==> src/rtl/core/isr_pkg.sv <==
// Shared types and defaults of the integer square root block.
// Depends on nothing; compiled before every other file of the block.
`default_nettype none

package isr_pkg;

	localparam int unsigned VALUE_BITS_DEF = 32;

	typedef struct packed {
		logic valid;
		logic bypass;
	} ctl_t;

endpackage

`default_nettype wire

==> src/rtl/core/isr_value_if.sv <==
// Input channel of the integer square root block: valid, ready and the value.
// Depends on isr_pkg for the default width.
`default_nettype none

interface isr_value_if #(
	parameter int unsigned WIDTH = isr_pkg::VALUE_BITS_DEF
);
	logic                    valid;
	logic                    ready;
	logic signed [WIDTH-1:0] value;

	modport source (output valid, output value, input ready);
	modport sink   (input valid, input value, output ready);
endinterface

`default_nettype wire

==> src/rtl/core/isr_root_if.sv <==
// Output channel of the integer square root block: valid, ready and the root.
// Depends on isr_pkg for the default width.
`default_nettype none

interface isr_root_if #(
	parameter int unsigned WIDTH = isr_pkg::VALUE_BITS_DEF
);
	logic                    valid;
	logic                    ready;
	logic signed [WIDTH-1:0] root;

	modport source (output valid, output root, input ready);
	modport sink   (input valid, input root, output ready);
endinterface

`default_nettype wire

==> src/rtl/core/isr_cell.sv <==
// One cell of the root chain: decides a single root bit by a trial square.
// Depends on isr_pkg for the control struct.
`default_nettype none

module isr_cell #(
	parameter int unsigned VALUE_BITS = isr_pkg::VALUE_BITS_DEF,
	parameter int unsigned BIT        = 0
) (
	input  wire logic                       clk,
	input  wire logic                       arst_n,
	input  wire logic                       adv,
	input  wire isr_pkg::ctl_t              ctl_in,
	input  wire logic [VALUE_BITS-1:0]      x_in,
	input  wire logic [VALUE_BITS/2-1:0]    u_in,
	input  wire logic [VALUE_BITS-1:0]      u2_in,
	output isr_pkg::ctl_t                   ctl_out,
	output logic      [VALUE_BITS-1:0]      x_out,
	output logic      [VALUE_BITS/2-1:0]    u_out,
	output logic      [VALUE_BITS-1:0]      u2_out
);
	import isr_pkg::*;

	localparam int unsigned ROOT_BITS = VALUE_BITS / 2;
	localparam logic [VALUE_BITS-1:0] V_SQ =
		{{(VALUE_BITS-1){1'b0}}, 1'b1} << (2 * BIT);
	localparam logic [ROOT_BITS-1:0] V_BIT =
		{{(ROOT_BITS-1){1'b0}}, 1'b1} << BIT;

	logic [VALUE_BITS-1:0] uv2;
	logic [VALUE_BITS-1:0] trial;
	logic                  fits;

	always_comb begin
		uv2   = {{(VALUE_BITS-ROOT_BITS){1'b0}}, u_in} << (BIT + 1);
		trial = u2_in + uv2 + V_SQ;
		fits  = (trial <= x_in);
	end

	always_ff @(posedge clk or negedge arst_n) begin
		if (!arst_n) begin
			ctl_out <= '0;
		end else if (adv) begin
			ctl_out <= ctl_in;
		end
	end

	always_ff @(posedge clk) begin
		if (adv) begin
			x_out <= x_in;
			if (fits) begin
				u_out  <= u_in | V_BIT;
				u2_out <= trial;
			end else begin
				u_out  <= u_in;
				u2_out <= u2_in;
			end
		end
	end

endmodule

`default_nettype wire

==> src/rtl/core/integer_square_root.sv <==
// Floor square root of a signed integer. Values below two, negative ones
// included, come back unchanged. A chain of VALUE_BITS/2 cells decides one
// root bit per cell, most significant first, and the item moves one cell per
// cycle while the chain does not hold. One item is in the chain at a time and
// the input opens as the result is registered, so a new value is not taken
// until the last one has left the chain; the output register lets the next
// item start while a result waits, and the chain holds when an item reaches
// the last cell while the output register still holds a result not yet taken.
// Depends on isr_pkg, isr_value_if, isr_root_if and isr_cell.
`default_nettype none

module integer_square_root #(
	parameter int unsigned VALUE_BITS = isr_pkg::VALUE_BITS_DEF
) (
	input  wire logic   clk,
	input  wire logic   arst_n,
	isr_value_if.sink   feed,
	isr_root_if.source  result
);
	import isr_pkg::*;

	localparam int unsigned ROOT_BITS = VALUE_BITS / 2;

	ctl_t                  ctl_c [ROOT_BITS+1];
	logic [VALUE_BITS-1:0] x_c   [ROOT_BITS+1];
	logic [ROOT_BITS-1:0]  u_c   [ROOT_BITS+1];
	logic [VALUE_BITS-1:0] u2_c  [ROOT_BITS+1];

	logic                  busy_q;
	logic                  take;
	logic                  adv;
	logic                  done;
	logic                  out_valid_q;
	logic [VALUE_BITS-1:0] root_q;

	assign feed.ready = !busy_q;
	assign take       = feed.valid && !busy_q;
	assign done       = ctl_c[ROOT_BITS].valid;
	assign adv        = !(done && out_valid_q && !result.ready);

	assign ctl_c[0].valid  = take;
	assign ctl_c[0].bypass = feed.value[VALUE_BITS-1] || !(|feed.value[VALUE_BITS-1:1]);
	assign x_c[0]          = feed.value;
	assign u_c[0]          = '0;
	assign u2_c[0]         = '0;

	for (genvar i = 0; i < ROOT_BITS; i++) begin : g_cell
		isr_cell #(
			.VALUE_BITS (VALUE_BITS),
			.BIT        (ROOT_BITS - 1 - i)
		) u_cell (
			.clk     (clk),
			.arst_n  (arst_n),
			.adv     (adv),
			.ctl_in  (ctl_c[i]),
			.x_in    (x_c[i]),
			.u_in    (u_c[i]),
			.u2_in   (u2_c[i]),
			.ctl_out (ctl_c[i+1]),
			.x_out   (x_c[i+1]),
			.u_out   (u_c[i+1]),
			.u2_out  (u2_c[i+1])
		);
	end

	// hold busy from accept until the item leaves the last cell
	always_ff @(posedge clk or negedge arst_n) begin
		if (!arst_n) begin
			busy_q      <= 1'b0;
			out_valid_q <= 1'b0;
		end else begin
			if (take) begin
				busy_q <= 1'b1;
			end else if (done && adv) begin
				busy_q <= 1'b0;
			end
			if (done && adv) begin
				out_valid_q <= 1'b1;
			end else if (result.ready) begin
				out_valid_q <= 1'b0;
			end
		end
	end

	always_ff @(posedge clk) begin
		if (done && adv) begin
			root_q <= ctl_c[ROOT_BITS].bypass ? x_c[ROOT_BITS]
				: {{(VALUE_BITS-ROOT_BITS){1'b0}}, u_c[ROOT_BITS]};
		end
	end

	assign result.valid = out_valid_q;
	assign result.root  = root_q;

endmodule

`default_nettype wire

==> src/flat_wrapper.sv <==
// flat-port wrapper written by rule: the top's interface ports become plain ports
module integer_square_root_flat import isr_pkg::*;
#(
	parameter int unsigned VALUE_BITS = isr_pkg::VALUE_BITS_DEF
)
  (clk, arst_n, feed_valid, feed_value, feed_ready, result_valid, result_root, result_ready);
  isr_value_if #(.WIDTH((isr_pkg::VALUE_BITS_DEF))) feed_i ();
  isr_root_if #(.WIDTH((isr_pkg::VALUE_BITS_DEF))) result_i ();
  input  wire logic clk;
  input  wire logic arst_n;
  input wire logic [$bits(feed_i.valid)-1:0] feed_valid;
  input wire logic [$bits(feed_i.value)-1:0] feed_value;
  output wire logic [$bits(feed_i.ready)-1:0] feed_ready;
  output wire logic [$bits(result_i.valid)-1:0] result_valid;
  output wire logic [$bits(result_i.root)-1:0] result_root;
  input wire logic [$bits(result_i.ready)-1:0] result_ready;
  assign feed_i.valid = feed_valid;
  assign feed_i.value = feed_value;
  assign feed_ready = feed_i.ready;
  assign result_valid = result_i.valid;
  assign result_root = result_i.root;
  assign result_i.ready = result_ready;
  integer_square_root #(.VALUE_BITS(VALUE_BITS)) u_core (.clk(clk), .arst_n(arst_n), .feed(feed_i), .result(result_i));
endmodule
==> config.mk <==
export PLATFORM = sky130hd
export DESIGN_NAME = integer_square_root_flat
export DESIGN_NICKNAME = d
export VERILOG_FILES = /design/src/rtl/core/isr_pkg.sv /design/src/rtl/core/isr_value_if.sv /design/src/rtl/core/isr_root_if.sv /design/src/rtl/core/isr_cell.sv /design/src/rtl/core/integer_square_root.sv /design/src/flat_wrapper.sv
export SDC_FILE = /design/constraint.sdc
export NUM_CORES = 2
export LEC_CHECK = 0
export BUFFER_PORTS_ARGS = -buffer_cell sky130_fd_sc_hd__buf_2
export CORE_ASPECT_RATIO = 1.2
export CORE_MARGIN = 2
export CORE_UTILIZATION = 50
export CTS_CLUSTER_DIAMETER = 80
export DETAILED_ROUTE_END_ITERATION = 10
export PLACE_DENSITY = 0.66
export SYNTH_ARGS = -nofsm -noshare
export SYNTH_HDL_FRONTEND = slang
export SYNTH_SLANG_ARGS = --single-unit
==> constraint.sdc <==
create_clock -name clk -period 36.4 [get_ports clk]
set_clock_uncertainty 0.15 [all_clocks]
set_input_delay 5.46 -clock clk [delete_from_list [all_inputs] [get_ports clk]]
set_output_delay 5.46 -clock clk [all_outputs]
set_load 0.005 [all_outputs]
Yosys cells after proc, flatten, opt, wreduce, memory -nomap -nowiden:

Cells that the tools add are included.

* eq/ne operators: 0
* reductions and logical operators: 12
* add/subtract/negate cells: 30
* shift operators: 0
* order comparisons: 16
* bitwise logic cells: 0
* divide/modulo/power cells: 0
* multipliers: 0
* muxes and demuxes: 21

Operators by type and width (number)
* 32-bit <= comparator: 15
* 32-bit 2-to-1 mux: 14
* 32-bit by 1-bit adder with 32-bit output, second input constant: 1
* 32-bit by 11-bit adder with 32-bit output, second input constant: 1
* 32-bit by 13-bit adder with 32-bit output, second input constant: 1
* 32-bit by 15-bit adder with 32-bit output, second input constant: 1
* 32-bit by 17-bit adder with 32-bit output: 1
* 32-bit by 17-bit adder with 32-bit output, second input constant: 1
* 32-bit by 18-bit adder with 32-bit output: 1
* 32-bit by 19-bit adder with 32-bit output: 1
* 32-bit by 19-bit adder with 32-bit output, second input constant: 1
* 32-bit by 20-bit adder with 32-bit output: 1
* 32-bit by 21-bit adder with 32-bit output: 1
* 32-bit by 21-bit adder with 32-bit output, second input constant: 1
* 32-bit by 22-bit adder with 32-bit output: 1
* 32-bit by 23-bit adder with 32-bit output: 1
* 32-bit by 23-bit adder with 32-bit output, second input constant: 1
* 32-bit by 24-bit adder with 32-bit output: 1
* 32-bit by 25-bit adder with 32-bit output: 1
* 32-bit by 25-bit adder with 32-bit output, second input constant: 1
* 32-bit by 26-bit adder with 32-bit output: 1
* 32-bit by 27-bit adder with 32-bit output: 1
* 32-bit by 27-bit adder with 32-bit output, second input constant: 1
* 32-bit by 28-bit adder with 32-bit output: 1
* other kinds (17): 28

* ROM bits: 0
* output and inout port bits: 34
* memories: 0
* flip-flop bits (word level): 1314
* latch bits: 0
* bits in writable memories: 0

Depth between registers and ports, before layout:

* depth after elaboration: 6
* depth in mapped cells: 20
* gate-level depth less buffers: 17

Modules after synthesis:

A second synthesis with hierarchy kept.

* cell total of the unflattened synthesis: 6168
* area, all modules: 77571.9 µm²

By module, submodules not included
* isr_cell at u_core.g_cell[14].u_cell: cells an instance 453, area an instance 5191.2 µm², times used 1
* isr_cell at u_core.g_cell[11].u_cell: cells an instance 428, area an instance 5129.9 µm², times used 1
* isr_cell at u_core.g_cell[9].u_cell: cells an instance 416, area an instance 4938.5 µm², times used 1
* isr_cell at u_core.g_cell[12].u_cell: cells an instance 400, area an instance 4927.2 µm², times used 1
* isr_cell at u_core.g_cell[13].u_cell: cells an instance 408, area an instance 4899.7 µm², times used 1
* isr_cell at u_core.g_cell[15].u_cell: cells an instance 401, area an instance 4825.9 µm², times used 1
* isr_cell at u_core.g_cell[10].u_cell: cells an instance 374, area an instance 4782.1 µm², times used 1
* isr_cell at u_core.g_cell[7].u_cell: cells an instance 374, area an instance 4732.0 µm², times used 1
* isr_cell at u_core.g_cell[8].u_cell: cells an instance 373, area an instance 4700.8 µm², times used 1
* isr_cell at u_core.g_cell[5].u_cell: cells an instance 373, area an instance 4684.5 µm², times used 1
* isr_cell at u_core.g_cell[3].u_cell: cells an instance 364, area an instance 4659.5 µm², times used 1
* isr_cell at u_core.g_cell[6].u_cell: cells an instance 365, area an instance 4606.9 µm², times used 1
* isr_cell at u_core.g_cell[4].u_cell: cells an instance 358, area an instance 4585.6 µm², times used 1
* isr_cell at u_core.g_cell[2].u_cell: cells an instance 353, area an instance 4573.1 µm², times used 1
* 3 more rows

Least setup slack after synthesis:

OpenSTA, ideal clock, no wires.

* path kind: input-to-reg
* start point: input port result_ready
* end point: register u_core.g_cell[13].u_cell.ctl_out[1] in the netlist's numbering
* path slack: 3649 ps
* stages: 3
* setup time: 181 ps
* arrival time: 32420 ps
* data required time: 36069 ps
* cell sequence: nand3b_1 -> clkbuf_1 -> mux2_2

* word-level cells in the longest chain between the ends: 2

Ends and longest elaborated chain
* start, declared: line flat_wrapper.sv:16 `input wire logic [$bits(result_i.ready)-1:0] result_ready;`
* 1-bit zero test: line integer_square_root.sv:39 `assign adv = !(done && out_valid_q && !result.ready);`
* 1-bit logical AND: line integer_square_root.sv:39
* end signal, assigned: line isr_cell.sv:43 `ctl_out <= ctl_in;`
* end, declared: line isr_cell.sv:16 `output isr_pkg::ctl_t ctl_out,`

Every way passes these cells.
A chain may end at the register's enable or synchronous reset.

Final worst setup path:

* start point: input port result_ready
* end point: register u_core.g_cell[3].u_cell.u2_out[29], enable pin

* word-level cells in the longest chain between the ends: 2

Ends and longest elaborated chain
* 1-bit zero test: line integer_square_root.sv:39
* 1-bit logical AND: line integer_square_root.sv:39
* end signal, assigned: line isr_cell.sv:52 `u2_out <= trial;`
* end signal, assigned: line isr_cell.sv:55 `u2_out <= u2_in;`
* end, declared: line isr_cell.sv:19 `output logic [VALUE_BITS-1:0] u2_out`

Every way passes these cells.

==> results.py <==
metrics = {
    "run_status": {
        "run_status": "finished, violations left",
        "failed_checks": "design-rule violations",
    },
    "placed_design": {
        "globalplace.congestion": 0.9946,
        "placed_cells_incl_taps": 4375,
        "dp_worst_setup_slack_ns": 26.70,
        "place.detailed.hpwl_um": 63410,
        "placement.io_buffers": 69,
        "detailed_place.area_um2": 46230,
    },
    "yosys": {
        "synth_area_um2": 44390,
        "yosys_register_bits": 938,
        "syn-instance-count": 3173,
        "yosys_warnings": 0,
        "synth-seq-area-share_pct": 63.07,
        "synth-edff-count": 904,
        "synth-main-ff-cell": "edfxtp_1",
        "netlist-cell-type-count": 77,
        "asyncSetResetFlopFracSynth_pct": 3.625,
        "syn-num-nets": 3567,
        "synthesis.area_per_instance_um2": 13.99,
    },
    "cts": {
        "clock_sinks": 938,
        "clock-root-buffer": "clkbuf_16",
        "longest_clk_path_bufs": 3,
        "tritoncts": "yes",
        "postCtsResizedCells": 0,
        "clk_latency_ns": 0.67,
        "ctsHoldBuffers": 0,
        "cts_made_buffers": 93,
        "clock_tree.htree_level_count": 3,
        "postCtsSetupRepairBufs": 0,
        "clkTransAtPathRegs_ns": 0.06,
    },
    "worst_setup_path": {
        "crit_path_start_kind": "primary input",
        "critPathArrivalTime_ns": 8.98,
        "worstRegToRegCells": 17,
        "kind_of_critical_path": "in -> reg",
        "reg2reg_setup_slack_ns": 30.69,
        "crit_required_ns": 36.53,
        "critical_path.reg2reg.endpoint": "u_core.g_cell[13].u_cell.u2_out[6]",
        "crit-reg2reg-launch": "u_core.g_cell[12].u_cell.u_out[5]",
        "crit_path_end_kind": "flop",
        "worstPathMaxFanout": 189,
    },
    "sta": {
        "timing.final.setup_violations": 0,
        "upper_clock_frequency_limit_ghz": 0.1130,
        "fin_worst_hold_slack_ns": 0.2813,
        "timing.slew.headroom_pct": 19.48,
        "layout_worst_path_cycle_share_pct": 24.32,
        "min_period_ns": 8.852,
        "postLayoutSetupSlackWorst_ns": 27.55,
        "totalNegativeSetupSlack_ns": 0,
        "finalHoldViolations": 0,
        "rsz_0062_raised_after_global_routing": "no",
        "slew_violations": 0,
        "max_slew.worst_pin.slew_ns": 1.208,
    },
    "drt": {
        "route.final.wire_length_um": 83270,
        "dr_total_vias": 24800,
        "wl_per_cell_um": 18.32,
        "drt.antenna.violating_nets": 0,
        "route.detailed.vias_per_inst": 5.456,
        "dr.pass1.iters": 11,
        "first_iter_violations": 1038,
        "post-route-drc-count": 6,
    },
    "hold_path": {
        "min_path_cells": 0,
        "hold_end": "u_core.g_cell[8].u_cell.x_out[25]",
        "hold_path.startpoint": "u_core.g_cell[7].u_cell.x_out[25]",
        "worst_hold_path_type": "reg -> reg",
    },
    "floorplan": {
        "design.portCount": 70,
        "floorplan.die_area_um2": 91190,
        "start_util_pct": 50.53,
        "fp.coreArea_um2": 87850,
        "dieWidth_um": 276.0,
        "rows": 119,
        "vert_die_dim_um": 330.4,
    },
    "layout": {
        "post_route_cells_drive_above_1_share_pct": 11.51,
        "final-instance-count-excl-fill": 4545,
        "finalCoreUtilization_pct": 56.12,
        "flow.area_growth_from_synthesis_pct": 11.06,
        "finalInstanceArea_um2": 49300,
        "antenna_cells_inserted": 0,
        "finalNetCount": 3715,
    },
    "power_and_ir_drop": {
        "peak_supply_drop_mv": 0.04461,
        "power.leakage_nw": 19.91,
        "total_power_mw": 4.638,
        "power.density_nw_per_um2": 94.08,
    },
    "global_routing": {
        "grt-ovfl-total": 0,
        "global_route.usage.total_pct": 18.46,
        "grt_start_max_net_pins": 190,
        "vias_in_the_first_global_route": 26450,
        "global_route_wire_length_before_repair_um": 132600,
        "grt_antenna_before_repair": 0,
    },
    "run": {
        "cap_violations": 0,
    },
}
## cell usage in the layout (no fill, tap or decap), types with 11 or more instances in the layout
cell,count
nand2b_1,27
nand2_1,117
nor3_1,25
o21ai_0,73
nor3b_1,18
and2_1,33
o21a_1,32
xnor2_1,193
edfxtp_1,904
nand4_1,72
inv_1,283
o21bai_1,15
and3_1,19
and4_1,12
clkinv_2,16
a21o_1,84
nor2b_1,30
nor4_1,50
xor2_1,111
clkbuf_1,14
buf_4,17
nor2_1,134
mux2_2,136
a211oi_1,13
clkinv_1,17
ha_1,358
nand3_1,71
a31oi_1,21
dfrtp_1,34
a21oi_1,139
clkbuf_16,93
buf_2,69
a221oi_1,11
## synth_stat cells (32+ instances only)
cell | number | area share, %
a21o_1 | 84 | 1.4
nand4_1 | 72 | 1.0
nor4_1 | 50 | 0.70
ha_1 | 358 | 10
o21a_1 | 32 | 0.54
and2_1 | 34 | 0.48
nand3_1 | 71 | 0.80
xnor2_1 | 193 | 3.8
nor2_1 | 134 | 1.1
edfxtp_1 | 904 | 61
dfrtp_1 | 34 | 1.9
mux2_2 | 136 | 3.4
xor2_1 | 111 | 2.2
nand2_1 | 117 | 0.99
o21ai_0 | 73 | 0.82
a21oi_1 | 139 | 1.6
inv_1 | 283 | 2.4
## layout make-up
class                      count  area, µm²
inverter                     283       1062
tap                         1149       1438
multi-input combinational   1917      15220
timing repair buffer          88      513.0
clock inverter                59      641.9
fill                        6975      38540
clock buffer                 111       2435
sequential                   938      28000
## worst max-delay path: stages
cell and delay, ns:
buf_2 0.08, nand3b_1 0.09, buf_4 0.77, buf_12 0.63, buf_12 0.67, buf_4 1.03
## where the power goes
group	internal, mW	switching [mW]
registers	1.51	0.175
clock network	0.546	0.403
logic	0.912	1.09
## metal layers
| layer | wire length (µm) | GRT usage, % | up-vias |
|---|---|---|---|
| met5 | 0 | 0 | - |
| met3 | 2535 | 2.624 | 268 |
| met2 | 48690 | 38.97 | 492 |
| met4 | 5377 | 12.24 | 0 |
| li1 | - | - | 12140 |
| met1 | 26660 | 15.59 | 11900 |
## sequential cells by signal (all words and copies together) (netlist names)
signal and count:
u_core.g_cell.u_cell.ctl_out 32, u_core.busy_q 1, u_core.result.valid 1, u_core.g_cell.u_cell.x_out 512, u_core.g_cell.u_cell.u2_out 225, u_core.result.root 32
u_core.g_cell.u_cell.u_out 135
## kinds of logic (layout without fill, tap and decap cells)
| family | count (synthesis) | count (layout) | share of synthesized area, % |
|---|---|---|---|
| AND/OR/NAND/NOR | 664 | 664 | 8.036 |
| XOR/XNOR | 305 | 305 | 6.034 |
| flip-flops | 938 | 938 | 63.07 |
| adder cells (fa/ha/maj) | 358 | 358 | 10.09 |
| multiplexers | 136 | 136 | 3.450 |
| AO/OA/AOI/OAI | 454 | 454 | 6.612 |
| buffers and inverters | 318 | 541 | 2.711 |
## worst max-delay path by stage
stage                                                      to  cells past startpoint          from
after global placement     u_core.g_cell[3].u_cell.u2_out[27]                      6  result_ready
after detailed placement   u_core.g_cell[3].u_cell.u2_out[29]                      6  result_ready
after CTS                  u_core.g_cell[3].u_cell.u2_out[29]                      6  result_ready
after floorplan           u_core.g_cell[13].u_cell.ctl_out[1]                      3  result_ready
after global routing       u_core.g_cell[3].u_cell.u2_out[29]                      6  result_ready
final                      u_core.g_cell[3].u_cell.u2_out[29]                      6  result_ready
Power figures use the tool's default switching activity.
